<file path="src/hdl/sot_pkg.sv">
// Shared constants, types and helpers of the sprite order table.
package sot_pkg;

    localparam int TABLE_DEPTH = 64;
    localparam int KEY_WIDTH   = 16;
    localparam int ADDR_W      = $clog2(TABLE_DEPTH);
    localparam int CNT_W       = $clog2(TABLE_DEPTH + 1);

    localparam int CMD_W   = 3;
    localparam int POS_W   = 7;
    localparam int STAT_W  = 2;
    localparam int MODE_W  = 2;
    localparam int OP_W    = 5;

    localparam logic [CMD_W-1:0] CMD_ADD    = 3'd0;
    localparam logic [CMD_W-1:0] CMD_REMOVE = 3'd1;
    localparam logic [CMD_W-1:0] CMD_QUERY  = 3'd2;
    localparam logic [CMD_W-1:0] CMD_CLEAR  = 3'd3;
    localparam logic [CMD_W-1:0] CMD_SORT   = 3'd4;
    localparam logic [CMD_W-1:0] CMD_UPDATE = 3'd5;

    localparam logic [MODE_W-1:0] MODE_NONE   = 2'd0;
    localparam logic [MODE_W-1:0] MODE_SORTED = 2'd1;
    localparam logic [MODE_W-1:0] MODE_RENDER = 2'd2;
    localparam logic [MODE_W-1:0] MODE_SINGLE = 2'd3;

    localparam logic [STAT_W-1:0] ST_CHANGED = 2'd0;
    localparam logic [STAT_W-1:0] ST_SAME    = 2'd1;
    localparam logic [STAT_W-1:0] ST_FULL    = 2'd2;

    localparam logic [OP_W-1:0] OP_NONE    = 5'd0;
    localparam logic [OP_W-1:0] OP_LOAD    = 5'd1;
    localparam logic [OP_W-1:0] OP_FRD     = 5'd2;
    localparam logic [OP_W-1:0] OP_FEV     = 5'd3;
    localparam logic [OP_W-1:0] OP_WR0     = 5'd4;
    localparam logic [OP_W-1:0] OP_FULL    = 5'd5;
    localparam logic [OP_W-1:0] OP_BS_INIT = 5'd6;
    localparam logic [OP_W-1:0] OP_BS_RD   = 5'd7;
    localparam logic [OP_W-1:0] OP_BS_EV   = 5'd8;
    localparam logic [OP_W-1:0] OP_SH_INIT = 5'd9;
    localparam logic [OP_W-1:0] OP_SH_RD   = 5'd10;
    localparam logic [OP_W-1:0] OP_SH_EV   = 5'd11;
    localparam logic [OP_W-1:0] OP_PUT     = 5'd12;
    localparam logic [OP_W-1:0] OP_RS_INIT = 5'd13;
    localparam logic [OP_W-1:0] OP_RS_EV   = 5'd14;
    localparam logic [OP_W-1:0] OP_RM_INIT = 5'd15;
    localparam logic [OP_W-1:0] OP_RM_RD   = 5'd16;
    localparam logic [OP_W-1:0] OP_RM_EV   = 5'd17;
    localparam logic [OP_W-1:0] OP_RM_END  = 5'd18;
    localparam logic [OP_W-1:0] OP_CLR     = 5'd19;
    localparam logic [OP_W-1:0] OP_SP_INIT = 5'd20;
    localparam logic [OP_W-1:0] OP_SP_LD   = 5'd21;
    localparam logic [OP_W-1:0] OP_SP_RD   = 5'd22;
    localparam logic [OP_W-1:0] OP_SP_EV   = 5'd23;
    localparam logic [OP_W-1:0] OP_SP_END  = 5'd24;
    localparam logic [OP_W-1:0] OP_UPD_RD  = 5'd25;
    localparam logic [OP_W-1:0] OP_UPD_EV  = 5'd26;

    typedef struct packed {
        logic [KEY_WIDTH-1:0] key;
        logic signed [15:0]   layer;
        logic signed [15:0]   y_pos;
    } t_entry;

    typedef struct packed {
        logic [CMD_W-1:0]     command;
        logic [15:0]          sprite_key;
        logic signed [15:0]   layer;
        logic signed [15:0]   y_pos;
    } t_item;

    typedef struct packed {
        logic [OP_W-1:0] op;
        logic            out_load;
    } t_ctl_cmd;

    typedef struct packed {
        logic [CMD_W-1:0]  command;
        logic [MODE_W-1:0] mode;
        logic              found;
        logic              idx_end;
        logic              idx_zero;
        logic              idx_at_ins;
        logic              bs_done;
        logic              rm_last;
        logic              sp_last;
        logic              hit;
        logic              count_zero;
        logic              count_full;
        logic              count_ge2;
        logic              out_free;
    } t_dp_stat;

    function automatic logic render_gt(input t_entry a, input t_entry b);
        render_gt = (a.layer > b.layer) || ((a.layer == b.layer) && (a.y_pos > b.y_pos));
    endfunction

endpackage

</file>
<file path="src/hdl/sot_datapath.sv">
// Table memory, counters, working registers and result register of the sprite order table.
module sot_datapath import sot_pkg::*; (
    input  logic           i_clk,
    input  logic           i_rst_n,
    input  t_item          i_item,
    input  logic           i_cfg_we,
    input  logic [1:0]     i_cfg_data,
    input  t_ctl_cmd       i_cmd,
    input  logic           i_m_tready,
    output t_dp_stat       o_stat,
    output logic           o_m_tvalid,
    output logic [23:0]    o_m_tdata
);

    t_entry              mem [TABLE_DEPTH];
    t_entry              r_rdata;
    logic [ADDR_W-1:0]   raddr;
    logic [ADDR_W-1:0]   waddr;
    t_entry              wdata;
    logic                we;

    logic [MODE_W-1:0]   r_mode;
    logic [CNT_W-1:0]    r_count, n_count;
    logic                r_back, n_back;
    logic [CMD_W-1:0]    r_command, n_command;
    t_entry              r_in, n_in;
    logic [CNT_W-1:0]    r_idx, n_idx;
    logic [CNT_W-1:0]    r_at, n_at;
    logic                r_found, n_found;
    logic [STAT_W-1:0]   r_status, n_status;
    logic [CNT_W-1:0]    r_lo, n_lo;
    logic [CNT_W-1:0]    r_hi, n_hi;
    logic [CNT_W-1:0]    r_ins, n_ins;
    t_entry              r_cur, n_cur;
    logic                r_swapped, n_swapped;
    logic                r_hit, n_hit;
    logic                r_out_valid;
    logic [23:0]         r_out;

    logic [CNT_W:0]      mid_sum;
    logic [CNT_W-1:0]    mid;
    logic [CNT_W:0]      idx_inc;
    logic [CNT_W-1:0]    idx_dec;

    assign mid_sum = {1'b0, r_lo} + {1'b0, r_hi};
    assign mid     = mid_sum[CNT_W:1];
    assign idx_inc = {1'b0, r_idx} + {{CNT_W{1'b0}}, 1'b1};
    assign idx_dec = r_idx - {{(CNT_W-1){1'b0}}, 1'b1};

    always_ff @(posedge i_clk) begin
        if (we) begin
            mem[waddr] <= wdata;
        end
        r_rdata <= mem[raddr];
    end

    always_comb begin
        n_count   = r_count;
        n_back    = r_back;
        n_command = r_command;
        n_in      = r_in;
        n_idx     = r_idx;
        n_at      = r_at;
        n_found   = r_found;
        n_status  = r_status;
        n_lo      = r_lo;
        n_hi      = r_hi;
        n_ins     = r_ins;
        n_cur     = r_cur;
        n_swapped = r_swapped;
        n_hit     = r_hit;
        we        = 1'b0;
        waddr     = r_idx[ADDR_W-1:0];
        wdata     = r_rdata;
        raddr     = r_idx[ADDR_W-1:0];
        case (i_cmd.op)
            OP_LOAD: begin
                n_command = i_item.command;
                n_in.key  = i_item.sprite_key[KEY_WIDTH-1:0];
                n_in.layer = i_item.layer;
                n_in.y_pos = i_item.y_pos;
                n_idx     = '0;
                n_at      = '0;
                n_found   = 1'b0;
                n_status  = ST_SAME;
                n_hit     = 1'b0;
            end
            OP_FRD: begin
                raddr = r_idx[ADDR_W-1:0];
            end
            OP_FEV: begin
                if (r_rdata.key == r_in.key) begin
                    n_found = 1'b1;
                    n_at    = r_idx;
                end else begin
                    n_idx = idx_inc[CNT_W-1:0];
                end
            end
            OP_WR0: begin
                we       = 1'b1;
                waddr    = '0;
                wdata    = r_in;
                n_status = ST_CHANGED;
                n_found  = 1'b1;
                n_at     = '0;
            end
            OP_FULL: begin
                n_status = ST_FULL;
            end
            OP_BS_INIT: begin
                n_lo = '0;
                n_hi = r_count;
            end
            OP_BS_RD: begin
                raddr = mid[ADDR_W-1:0];
            end
            OP_BS_EV: begin
                if (r_in.key < r_rdata.key) begin
                    n_hi = mid;
                end else begin
                    n_lo = mid + {{(CNT_W-1){1'b0}}, 1'b1};
                end
            end
            OP_SH_INIT: begin
                n_ins = (r_mode == MODE_SORTED) ? r_lo : '0;
                n_idx = r_count;
            end
            OP_SH_RD: begin
                raddr = idx_dec[ADDR_W-1:0];
            end
            OP_SH_EV: begin
                we    = 1'b1;
                wdata = r_rdata;
                n_idx = idx_dec;
            end
            OP_PUT: begin
                we       = 1'b1;
                wdata    = r_in;
                n_count  = r_count + {{(CNT_W-1){1'b0}}, 1'b1};
                n_status = ST_CHANGED;
                n_found  = 1'b1;
                n_at     = r_idx;
            end
            OP_RS_INIT: begin
                n_idx = r_count;
                n_hit = 1'b0;
            end
            OP_RS_EV: begin
                if (!render_gt(r_rdata, r_in)) begin
                    n_hit = 1'b1;
                end else begin
                    we    = 1'b1;
                    wdata = r_rdata;
                    n_idx = idx_dec;
                end
            end
            OP_RM_INIT: begin
                n_idx = r_at;
            end
            OP_RM_RD: begin
                raddr = idx_inc[ADDR_W-1:0];
            end
            OP_RM_EV: begin
                we    = 1'b1;
                wdata = r_rdata;
                n_idx = idx_inc[CNT_W-1:0];
            end
            OP_RM_END: begin
                n_count  = r_count - {{(CNT_W-1){1'b0}}, 1'b1};
                n_status = ST_CHANGED;
                n_found  = 1'b0;
            end
            OP_CLR: begin
                n_status = (r_count != '0) ? ST_CHANGED : ST_SAME;
                n_count  = '0;
                n_found  = 1'b0;
                n_at     = '0;
            end
            OP_SP_INIT: begin
                n_idx     = r_back ? (r_count - {{(CNT_W-1){1'b0}}, 1'b1}) : '0;
                n_swapped = 1'b0;
            end
            OP_SP_LD: begin
                n_cur = r_rdata;
            end
            OP_SP_RD: begin
                raddr = r_back ? idx_dec[ADDR_W-1:0] : idx_inc[ADDR_W-1:0];
            end
            OP_SP_EV: begin
                we = 1'b1;
                if (r_back) begin
                    if (render_gt(r_rdata, r_cur)) begin
                        wdata     = r_rdata;
                        n_swapped = 1'b1;
                    end else begin
                        wdata = r_cur;
                        n_cur = r_rdata;
                    end
                    n_idx = idx_dec;
                end else begin
                    if (render_gt(r_cur, r_rdata)) begin
                        wdata     = r_rdata;
                        n_swapped = 1'b1;
                    end else begin
                        wdata = r_cur;
                        n_cur = r_rdata;
                    end
                    n_idx = idx_inc[CNT_W-1:0];
                end
            end
            OP_SP_END: begin
                we       = 1'b1;
                wdata    = r_cur;
                n_back   = ~r_back;
                n_status = r_swapped ? ST_CHANGED : ST_SAME;
                n_idx    = '0;
                n_found  = 1'b0;
                n_at     = '0;
            end
            OP_UPD_RD: begin
                raddr = r_at[ADDR_W-1:0];
            end
            OP_UPD_EV: begin
                if (r_rdata.layer != r_in.layer || r_rdata.y_pos != r_in.y_pos) begin
                    we          = 1'b1;
                    waddr       = r_at[ADDR_W-1:0];
                    wdata       = r_rdata;
                    wdata.layer = r_in.layer;
                    wdata.y_pos = r_in.y_pos;
                    n_status    = ST_CHANGED;
                end
            end
            default: begin
                n_count = r_count;
            end
        endcase
    end

    always_ff @(posedge i_clk) begin
        if (!i_rst_n) begin
            r_mode      <= MODE_NONE;
            r_count     <= '0;
            r_back      <= 1'b0;
            r_out_valid <= 1'b0;
        end else begin
            if (i_cfg_we) begin
                r_mode <= i_cfg_data;
            end
            r_count <= n_count;
            r_back  <= n_back;
            if (i_cmd.out_load) begin
                r_out_valid <= 1'b1;
            end else if (i_m_tready) begin
                r_out_valid <= 1'b0;
            end
        end
    end

    always_ff @(posedge i_clk) begin
        r_command <= n_command;
        r_in      <= n_in;
        r_idx     <= n_idx;
        r_at      <= n_at;
        r_found   <= n_found;
        r_status  <= n_status;
        r_lo      <= n_lo;
        r_hi      <= n_hi;
        r_ins     <= n_ins;
        r_cur     <= n_cur;
        r_swapped <= n_swapped;
        r_hit     <= n_hit;
        if (i_cmd.out_load) begin
            r_out <= {7'd0, POS_W'(r_count), POS_W'(r_at), r_found, r_status};
        end
    end

    assign o_stat.command    = r_command;
    assign o_stat.mode       = r_mode;
    assign o_stat.found      = r_found;
    assign o_stat.idx_end    = (r_idx >= r_count);
    assign o_stat.idx_zero   = (r_idx == '0);
    assign o_stat.idx_at_ins = (r_idx == r_ins);
    assign o_stat.bs_done    = (r_lo >= r_hi);
    assign o_stat.rm_last    = (idx_inc >= {1'b0, r_count});
    assign o_stat.sp_last    = r_back ? (r_idx == '0) : (idx_inc >= {1'b0, r_count});
    assign o_stat.hit        = r_hit;
    assign o_stat.count_zero = (r_count == '0);
    assign o_stat.count_full = (r_count >= CNT_W'(TABLE_DEPTH));
    assign o_stat.count_ge2  = (r_count >= CNT_W'(2));
    assign o_stat.out_free   = !r_out_valid || i_m_tready;

    assign o_m_tvalid = r_out_valid;
    assign o_m_tdata  = r_out;

endmodule

</file>
<file path="src/hdl/sot_controller.sv">
// Command sequencer of the sprite order table.
module sot_controller import sot_pkg::*; (
    input  logic     i_clk,
    input  logic     i_rst_n,
    input  logic     i_s_tvalid,
    input  t_dp_stat i_stat,
    output logic     o_s_tready,
    output t_ctl_cmd o_cmd
);

    localparam logic [4:0] S_IDLE    = 5'd0;
    localparam logic [4:0] S_START   = 5'd1;
    localparam logic [4:0] S_FRD     = 5'd2;
    localparam logic [4:0] S_FEV     = 5'd3;
    localparam logic [4:0] S_DECIDE  = 5'd4;
    localparam logic [4:0] S_BS_RD   = 5'd5;
    localparam logic [4:0] S_BS_EV   = 5'd6;
    localparam logic [4:0] S_SH_RD   = 5'd7;
    localparam logic [4:0] S_SH_EV   = 5'd8;
    localparam logic [4:0] S_RS_RD   = 5'd9;
    localparam logic [4:0] S_RS_EV   = 5'd10;
    localparam logic [4:0] S_RM_RD   = 5'd11;
    localparam logic [4:0] S_RM_EV   = 5'd12;
    localparam logic [4:0] S_SP_INIT = 5'd13;
    localparam logic [4:0] S_SP_R0   = 5'd14;
    localparam logic [4:0] S_SP_LD   = 5'd15;
    localparam logic [4:0] S_SP_RD   = 5'd16;
    localparam logic [4:0] S_SP_EV   = 5'd17;
    localparam logic [4:0] S_UPD_EV  = 5'd18;
    localparam logic [4:0] S_DONE    = 5'd19;

    logic [4:0] r_state, n_state;

    always_comb begin
        n_state      = r_state;
        o_cmd.op     = OP_NONE;
        o_cmd.out_load = 1'b0;
        o_s_tready   = 1'b0;
        case (r_state)
            S_IDLE: begin
                o_s_tready = 1'b1;
                if (i_s_tvalid) begin
                    o_cmd.op = OP_LOAD;
                    n_state  = S_START;
                end
            end
            S_START: begin
                if (i_stat.command == CMD_SORT && i_stat.mode == MODE_RENDER
                        && i_stat.count_ge2) begin
                    n_state = S_SP_INIT;
                end else begin
                    n_state = S_FRD;
                end
            end
            S_FRD: begin
                if (i_stat.found || i_stat.idx_end) begin
                    n_state = S_DECIDE;
                end else begin
                    o_cmd.op = OP_FRD;
                    n_state  = S_FEV;
                end
            end
            S_FEV: begin
                o_cmd.op = OP_FEV;
                n_state  = S_FRD;
            end
            S_DECIDE: begin
                n_state = S_DONE;
                case (i_stat.command)
                    CMD_ADD: begin
                        if (i_stat.found) begin
                            n_state = S_DONE;
                        end else if (i_stat.mode == MODE_SINGLE && !i_stat.count_zero) begin
                            o_cmd.op = OP_WR0;
                        end else if (i_stat.count_full) begin
                            o_cmd.op = OP_FULL;
                        end else if (i_stat.mode == MODE_SORTED) begin
                            o_cmd.op = OP_BS_INIT;
                            n_state  = S_BS_RD;
                        end else if (i_stat.mode == MODE_RENDER) begin
                            o_cmd.op = OP_RS_INIT;
                            n_state  = S_RS_RD;
                        end else begin
                            o_cmd.op = OP_SH_INIT;
                            n_state  = S_SH_RD;
                        end
                    end
                    CMD_REMOVE: begin
                        if (i_stat.found) begin
                            o_cmd.op = OP_RM_INIT;
                            n_state  = S_RM_RD;
                        end
                    end
                    CMD_CLEAR: begin
                        o_cmd.op = OP_CLR;
                    end
                    CMD_UPDATE: begin
                        if (i_stat.found) begin
                            o_cmd.op = OP_UPD_RD;
                            n_state  = S_UPD_EV;
                        end
                    end
                    default: begin
                        n_state = S_DONE;
                    end
                endcase
            end
            S_BS_RD: begin
                if (i_stat.bs_done) begin
                    o_cmd.op = OP_SH_INIT;
                    n_state  = S_SH_RD;
                end else begin
                    o_cmd.op = OP_BS_RD;
                    n_state  = S_BS_EV;
                end
            end
            S_BS_EV: begin
                o_cmd.op = OP_BS_EV;
                n_state  = S_BS_RD;
            end
            S_SH_RD: begin
                if (i_stat.idx_at_ins) begin
                    o_cmd.op = OP_PUT;
                    n_state  = S_DONE;
                end else begin
                    o_cmd.op = OP_SH_RD;
                    n_state  = S_SH_EV;
                end
            end
            S_SH_EV: begin
                o_cmd.op = OP_SH_EV;
                n_state  = S_SH_RD;
            end
            S_RS_RD: begin
                if (i_stat.hit || i_stat.idx_zero) begin
                    o_cmd.op = OP_PUT;
                    n_state  = S_DONE;
                end else begin
                    o_cmd.op = OP_SH_RD;
                    n_state  = S_RS_EV;
                end
            end
            S_RS_EV: begin
                o_cmd.op = OP_RS_EV;
                n_state  = S_RS_RD;
            end
            S_RM_RD: begin
                if (i_stat.rm_last) begin
                    o_cmd.op = OP_RM_END;
                    n_state  = S_DONE;
                end else begin
                    o_cmd.op = OP_RM_RD;
                    n_state  = S_RM_EV;
                end
            end
            S_RM_EV: begin
                o_cmd.op = OP_RM_EV;
                n_state  = S_RM_RD;
            end
            S_SP_INIT: begin
                o_cmd.op = OP_SP_INIT;
                n_state  = S_SP_R0;
            end
            S_SP_R0: begin
                o_cmd.op = OP_FRD;
                n_state  = S_SP_LD;
            end
            S_SP_LD: begin
                o_cmd.op = OP_SP_LD;
                n_state  = S_SP_RD;
            end
            S_SP_RD: begin
                if (i_stat.sp_last) begin
                    o_cmd.op = OP_SP_END;
                    n_state  = S_FRD;
                end else begin
                    o_cmd.op = OP_SP_RD;
                    n_state  = S_SP_EV;
                end
            end
            S_SP_EV: begin
                o_cmd.op = OP_SP_EV;
                n_state  = S_SP_RD;
            end
            S_UPD_EV: begin
                o_cmd.op = OP_UPD_EV;
                n_state  = S_DONE;
            end
            S_DONE: begin
                if (i_stat.out_free) begin
                    o_cmd.out_load = 1'b1;
                    n_state        = S_IDLE;
                end
            end
            default: begin
                n_state = S_IDLE;
            end
        endcase
    end

    always_ff @(posedge i_clk) begin
        if (!i_rst_n) begin
            r_state <= S_IDLE;
        end else begin
            r_state <= n_state;
        end
    end

endmodule

</file>
<file path="src/hdl/sprite_order_table.sv">
// Top level of the sprite order table: stream ports, controller and datapath.
//
// Channel   Direction  Handshake                Payload
// s         in         i_s_tvalid/o_s_tready    i_s_tdata: command, sprite_key, layer, y_pos
// m         out        o_m_tvalid/i_m_tready    o_m_tdata: status, member, position, entry_total
// cfg       in         i_cfg_we                 i_cfg_data: order_mode
//
// The key scan and every shift or bubble step spend a read and an evaluate step per entry on
// the single read port of the table memory; a binary search adds such a pair per halving.
// Reset clears the entry count, the pass direction and the mode.
// A finished result waits in the output register while the next input is taken.
module sprite_order_table import sot_pkg::*; (
    input  logic        i_clk,
    input  logic        i_rst_n,
    input  logic        i_s_tvalid,
    output logic        o_s_tready,
    input  logic [55:0] i_s_tdata,   // command[2:0], sprite_key[18:3], layer[34:19], y_pos[50:35]
    output logic        o_m_tvalid,
    input  logic        i_m_tready,
    output logic [23:0] o_m_tdata,   // status[1:0], member[2], position[9:3], entry_total[16:10]
    input  logic        i_cfg_we,
    input  logic [1:0]  i_cfg_data
);

    t_item    item;
    t_ctl_cmd cmd;
    t_dp_stat stat;

    assign item.command    = i_s_tdata[2:0];
    assign item.sprite_key = i_s_tdata[18:3];
    assign item.layer      = i_s_tdata[34:19];
    assign item.y_pos      = i_s_tdata[50:35];

    sot_controller u_ctrl (
        .i_clk      (i_clk),
        .i_rst_n    (i_rst_n),
        .i_s_tvalid (i_s_tvalid),
        .i_stat     (stat),
        .o_s_tready (o_s_tready),
        .o_cmd      (cmd)
    );

    sot_datapath u_dp (
        .i_clk      (i_clk),
        .i_rst_n    (i_rst_n),
        .i_item     (item),
        .i_cfg_we   (i_cfg_we),
        .i_cfg_data (i_cfg_data),
        .i_cmd      (cmd),
        .i_m_tready (i_m_tready),
        .o_stat     (stat),
        .o_m_tvalid (o_m_tvalid),
        .o_m_tdata  (o_m_tdata)
    );

endmodule

</file>
<file path="config.mk">
export PLATFORM = sky130hd
export DESIGN_NAME = sprite_order_table
export DESIGN_NICKNAME = d
export VERILOG_FILES = /design/src/hdl/sot_pkg.sv /design/src/hdl/sot_datapath.sv /design/src/hdl/sot_controller.sv /design/src/hdl/sprite_order_table.sv
export SDC_FILE = /design/constraint.sdc
export NUM_CORES = 2
export LEC_CHECK = 0
export ABC_AREA = 1
export BUFFER_PORTS_ARGS = -buffer_cell sky130_fd_sc_hd__buf_2
export CORE_ASPECT_RATIO = 0.7
export CORE_UTILIZATION = 39
export CTS_BUF_LIST = sky130_fd_sc_hd__clkbuf_4 sky130_fd_sc_hd__clkbuf_8 sky130_fd_sc_hd__clkbuf_16
export DETAILED_ROUTE_END_ITERATION = 10
export PLACE_DENSITY = 0.53
export SLEW_MARGIN = 25
export SYNTH_ARGS = -nofsm -noshare
export SYNTH_HDL_FRONTEND = slang
export SYNTH_SLANG_ARGS = --single-unit
</file>
<file path="constraint.sdc">
create_clock -name i_clk -period 7 [get_ports i_clk]
set_input_delay 1.4 -clock i_clk [delete_from_list [all_inputs] [get_ports i_clk]]
set_output_delay 1.4 -clock i_clk [all_outputs]
set_load 0.02 [all_outputs]
</file>
Word level (Yosys, flattened, before mapping)
Memory sizes are Yosys's and may differ from the RTL's. A register that Yosys moved wholly into a read port is not among the register bits.
Cells that the tools add are included.
- bits in registers: 172
- latch bits: 0
- bits in writable memories: 3072
- memory bits (read-only): 0
- input bits: 63
- output and inout port bits: 26
- logic and storage cells: 244
- memories kept: 1
- memory list (name ; words ; width ; read ports ; clocked after Yosys merged registers in ; write ports ; RTL line ; RTL):
    u_dp.mem ; 64 ; 48 ; 1 ; 1 ; 1 ; sot_datapath.sv:15 ; t_entry mem [TABLE_DEPTH];
- $add $sub $neg: 6
- $mul: 0
- div/mod/pow operators: 0
- $lt $le $gt $ge: 12
- eq/ne operators: 71
- shift operators: 0
- multiplexer cells: 82
- bitwise logic cells: 1
- reduce and logical (&&, ||, !) cells: 49
- operators by type and width (operator ; count):
    $mux W48 ; 6
    $pmux W48 S4 ; 1
    $gt A16 B16 Y1 ; 6
    $pmux W48 S2 ; 1
    $pmux W5 S19 ; 1
    $pmux W5 S18 ; 1
    $eq A5 B4 Y1 const B ; 16
    $mux W5 ; 16
    $eq A5 B5 Y1 const B ; 15
    $eq A16 B16 Y1 ; 4
    $pmux W7 S9 ; 1
    $mux W7 ; 7
    $pmux W7 S3 ; 2
    $eq A5 B3 Y1 const B ; 8
    $mux W32 ; 1
    $ne A16 B16 Y1 ; 2
    $pmux W6 S5 ; 1
    $pmux W7 S2 ; 2
    $mux W1 ; 20
    $mux W4 ; 5
    $pmux W5 S4 ; 1
    $lt A16 B16 Y1 ; 1
    $eq A5 B2 Y1 const B ; 3
    $pmux W5 S3 ; 1
    other kinds (45) ; 99

Depth between registers and ports, before layout
- depth after elaboration: 13
- gate-level depth with buffers: 31
- depth with buffers taken out: 27

By module
From an unflattened synthesis, not the netlist that was laid out.
- cell total of the unflattened synthesis: 13724
- area, all modules: 148860.3 µm²
- by module, submodules not included (module ; times used ; cells each ; area each (µm²) ; seq. area each (µm²)):
    sot_datapath ; 1 ; 13538 ; 147865.6 ; 98114.1
    sot_controller ; 1 ; 186 ; 994.7 ; 100.1

Worst setup path before layout
Ideal clock, no wire load.
- path type: register to register
- from: register u_dp.r_idx[0]
- to: memory u_dp.mem[12][0] (netlist bit), enable pin
- setup time: 0.454 ns
- arrival: 5.421 ns
- required time: 6.546 ns
- setup slack: 1.125 ns
- cell stages (with the launch flop): 25
- buffers on the path: 0
- clock period less this slack: 5.875 ns
- path through: edfxtp_1 ha_1 nand4_1 xor2_1 inv_1 ha_1 inv_1 nor2_1 nor2_1 nand3_1 nand2_1 nand3_2 nand3_1 inv_1 nor2_1 nand2_1 inv_1 nand2_1 nand2_1 nand2_1 a22oi_1 inv_1 nor3_1 nand2_1 nor2_1
- longest elaborated chain between the ends: 10
- elaborated cells between the ends (all ways): 28
- classes of those cells: add/sub: 1; order compare: 2; eq/ne: 9; mux: 12; reduce/logical: 4
- RTL lines (what ; RTL line ; RTL):
    start: declaration ; sot_datapath.sv:27 ; logic [CNT_W-1:0] r_idx, n_idx;
    start signal: assignment ; sot_datapath.sv:262 ; r_idx <= n_idx;
    $add A7 B1 Y8 ; sot_datapath.sv:47 ; assign idx_inc = {1'b0, r_idx} + {{CNT_W{1'b0}}, 1'b1};
    $ge A8 B7 Y1 ; sot_datapath.sv:284, sot_datapath.sv:285 ;
    $mux W1 ; sot_datapath.sv:285 ; assign o_stat.sp_last = r_back ? (r_idx == '0) : (idx_inc >= {1'b0, r_count});
    $mux W4 ; sot_controller.sv:173 ; if (i_stat.sp_last) begin
    $pmux W5 S18 ; sot_controller.sv:39 ; case (r_state)
    $eq A5 B4 Y1, or another cell as far along ; sot_datapath.sv:76 ; case (i_cmd.op)
    $reduce_or A6 Y1 (no line) ; -- ;
    $pmux W1 S3 ; sot_datapath.sv:76 ;
    $mux W1 ; sot_datapath.sv:51 ; if (we) begin
    $mux W1 (not written as such) ; sot_datapath.sv:52 ; mem[waddr] <= wdata;
    end: declaration ; sot_datapath.sv:15 ;
Parallel ways exist; a longest one is shown, timed or not.

Final worst setup path
- from: register u_dp.r_idx[0]
- to: memory u_dp.mem[28][32] (netlist bit), enable pin
The elaborated chain is that of the path after synthesis.

==> run_results.csv <==
group,metric,value,unit
setup_path,crit_type,"register to register",
global_route,grt_pass1_vias,93800,
power,p_int,43.7,mW
clock_network,ctsResizeCount,0,
cells_and_area,syn2layout_area_growth,12.6,%
clock_network,clk_latency,0.92,ns
clock_network,post-cts-setup-buffers,0,
power,pwr-share-clk,0.235,
sta,finalMaxSlewViolations,0,
routing,drc,6,
routing,routed_wl,452,mm
sta,finalHoldViolCount,0,
cells_and_area,multiInputGateArea,39000,µm²
clock_network,postCtsHoldBufs,0,
clock_network,cts_sinks,3292,
power,switching_power,30.3,mW
power,combPwrFrac,0.406,
routing,initialDrtViolationCount,11700,
logic_synthesis,synth_top_area_share,0.682,
logic_synthesis,synth_edf_count,3228,
clock_network,cts.clk_slew.worst_paths,0.07,ns
sta,grt_setup_unrepaired,"false",
setup_path,crit_slowest_cell,"edfxtp_1",
sta,fin_crit,6.26,ns
sta,fin_ws,0.743,ns
setup_path,reg2reg_slack,0.74,ns
sta,fmax,0.160,GHz
sta,max_slew_margin,0.329,
power,p_per_area,462,nW/µm²
cells_and_area,layout_commonest_cell,"nand2_1",
clock_network,cts_buffers,316,
cells_and_area,nFillCells,33400,
routing,routed-via-count,99800,
setup_path,max_stage_delay,0.63,ns
global_route,grt_max_degree,177,
cells_and_area,post_route_cells_drive_above_1_share,0.0831,
routing,wl_per_cell,25.0,µm
place,portBuffers,76,
cells_and_area,layout_common_cells,"nand2_1, edfxtp_1, nand3_1",
logic_synthesis,synthFlopType,"edfxtp_1",
place,place_ws,0.816,ns
floorplanning,rows,185,
setup_path,crit_top_cell,"nand2_1",
logic_synthesis,async_flop_share,0,
logic_synthesis,yosysUniqueCellTypes,60,
setup_path,startpoint_type,"register",
sta,period_share,0.894,
routing,first_pass_iters,9,
power,vdd_drop_max,0.000361,V
place,place_hpwl,246,mm
logic_synthesis,ys_ff_latch,3292,
power,seqPwrFrac,0.359,
sta,worst_slew_pin_slew,1.00,ns
power,p_leak,61.1,nW
clock_network,cts_root_buffer,"clkbuf_16",
cells_and_area,final_nets,13200,
setup_path,cp-end-kind,"register",
global_route,grt_pass1_wl,653,mm
floorplanning,core-area,363000,µm²
logic_synthesis,syn_inst,13100,
setup_path,cp.arrival,6.78,ns
logic_synthesis,synth_largest_area_cell,"edfxtp_1",
min_path,hold_class,"register to register",
run_status,status,"finished, violations left",
floorplanning,die-area,367000,µm²
place,place.gp.congestion,0.892,
routing,ant_nets,0,
clock_network,cts_tree,"yes",
sta,finalSetupViolCount,0,
cells_and_area,regArea,98200,µm²
job,max_cap_violations,0,
floorplanning,die_width,723,µm
clock_network,clock_path_buffers,4,
setup_path,cp.required,7.52,ns
global_route,grtUsageTotal,0.239,
sta,fin_setup_tns,0,ns
floorplanning,die-height,507,µm
routing,viasPerCell,5.51,
logic_synthesis,netlist_area,142000,µm²
logic_synthesis,synth_area_per_cell,10.9,µm²
floorplanning,ios,89,
clock_network,cts-htree-levels,5,
run_status,violations,"design-rule violations",
setup_path,critPathMaxFanout,26,
cells_and_area,finish.utilization,0.441,
floorplanning,initial_core_util,0.392,
sta,fin_skew,0.0471,ns
logic_synthesis,synthTopCellsByArea,"edfxtp_1, nand2_1, nand3_1, buf_2, ha_1",
power,switching_share,0.409,
global_route,antenna_found_initial,16,
logic_synthesis,yosysSeqAreaShare,0.691,
global_route,grt.overflow.total,0,
logic_synthesis,yosys_warnings,0,
-- synth_stat cells, drive strengths merged (8+ instances only) --
master and number:
ha 118, clkbuf 103, o21ai 89, edfxtp 3228
o2111ai 8, nand3 3027, inv 253, dfxtp 64
o211ai 53, a211oi 9, nor3 38, nor4 8
nand2 4935, nand4 30, a21oi 56, nor2 184
a221oi 11, buf 768, xor2 20
-- per-layer routing --
layer / vias to the layer above / part of all wire / global-route usage / wire length (µm)
met5: - / 0 / 0 / 0
met1: 49600 / 0.45 / 0.356 / 202000
li1: 45300 / - / - / -
met3: 705 / 0.076 / 0.0292 / 34600
met4: 0 / 0.033 / 0.0745 / 14800
met2: 4216 / 0.44 / 0.367 / 201000
-- sequential cells by signal, summed over array words and instances (netlist names), 5 cells and up --
| register | flops |
|---|---|
| u_dp.o_m_tdata | 17 |
| u_ctrl.r_state | 5 |
| u_dp.r_idx | 7 |
| u_dp.mem | 3072 |
| u_dp.r_hi | 7 |
| u_dp.r_ins | 7 |
| u_dp.r_rdata | 48 |
| u_dp.r_cur | 48 |
| u_dp.r_at | 7 |
| u_dp.r_in | 48 |
| u_dp.r_lo | 7 |
| u_dp.r_count | 7 |
-- worst max-delay path, delay by kind of cell (launching register included) --
kind	cells	cell delay, ns
adders and majority gates	1	0.31
DFF	1	0.63
AOI/OAI and AO/OA	1	0.47
and+or+nand+nor	16	2.93
xor gates and xnor gates	1	0.21
buffers and inverters	7	1.25
-- logic make-up (layout without fill, tap and decap cells) --
group	Yosys count	in the layout	synth area share
compound gates	266	266	0.0118
xor+xnor	25	25	0.00154
fa+ha+maj	119	119	0.0105
buf+inv	1125	1283	0.0385
flops	3292	3292	0.691
other cells	1	19	0.0000264
simple gates	8236	8236	0.246
-- power groups by stage --
stage / registers [mW] / logic [mW] / clock network (mW)
2_1_floorplan: 27.0 / 18.5 / 0
3_3_place_gp: 27.0 / 29.6 / 0
3_5_place_dp: 27.0 / 29.9 / 0
4_1_cts: 26.5 / 30.0 / 17.6
5_1_grt: 26.6 / 32.7 / 18.3
6_report: 26.5 / 30.0 / 17.4
-- area by class of cell --
type / instances / share of cell area
Inverter: 254 / 0.00609
Timing Repair Buffer: 476 / 0.0339
Antenna cell: 12 / 0.000188
Clock inverter: 140 / 0.00833
Multi-Input combinational cell: 8653 / 0.244
Sequential cell: 3292 / 0.614
Tap cell: 4862 / 0.0380
Clock buffer: 413 / 0.0556
-- stage by stage --
step	power, mW	hold slack (ns)	instances	area [µm²]
2_1_floorplan	45.5	0.400	13100	142000
3_3_place_gp	56.6	0.419	17500	150000
3_5_place_dp	56.9	0.417	17500	150000
4_1_cts	74.2	0.430	18100	160000
5_1_grt	77.6	0.434	18100	160000
6_report	74.0	0.430	18100	160000
-- path summary, 6_finish.rpt --
| kind | end | depth (start not counted) | startpoint |
|---|---|---|---|
| hold reg to reg | u_dp.o_m_tdata[1]$_DFFE_PP_ | 0 | u_dp.r_status[1]$_DFFE_PP_ |
| setup reg to reg | u_dp.mem[28][32]$_DFFE_PP_ | 26 | u_dp.r_idx[0]$_DFFE_PP_ |
| setup / recovery | u_dp.mem[28][32]$_DFFE_PP_ | 26 | u_dp.r_idx[0]$_DFFE_PP_ |
| hold / removal | u_dp.o_m_tdata[1]$_DFFE_PP_ | 0 | u_dp.r_status[1]$_DFFE_PP_ |
Note: power is estimated with default switching activity, not from simulation.
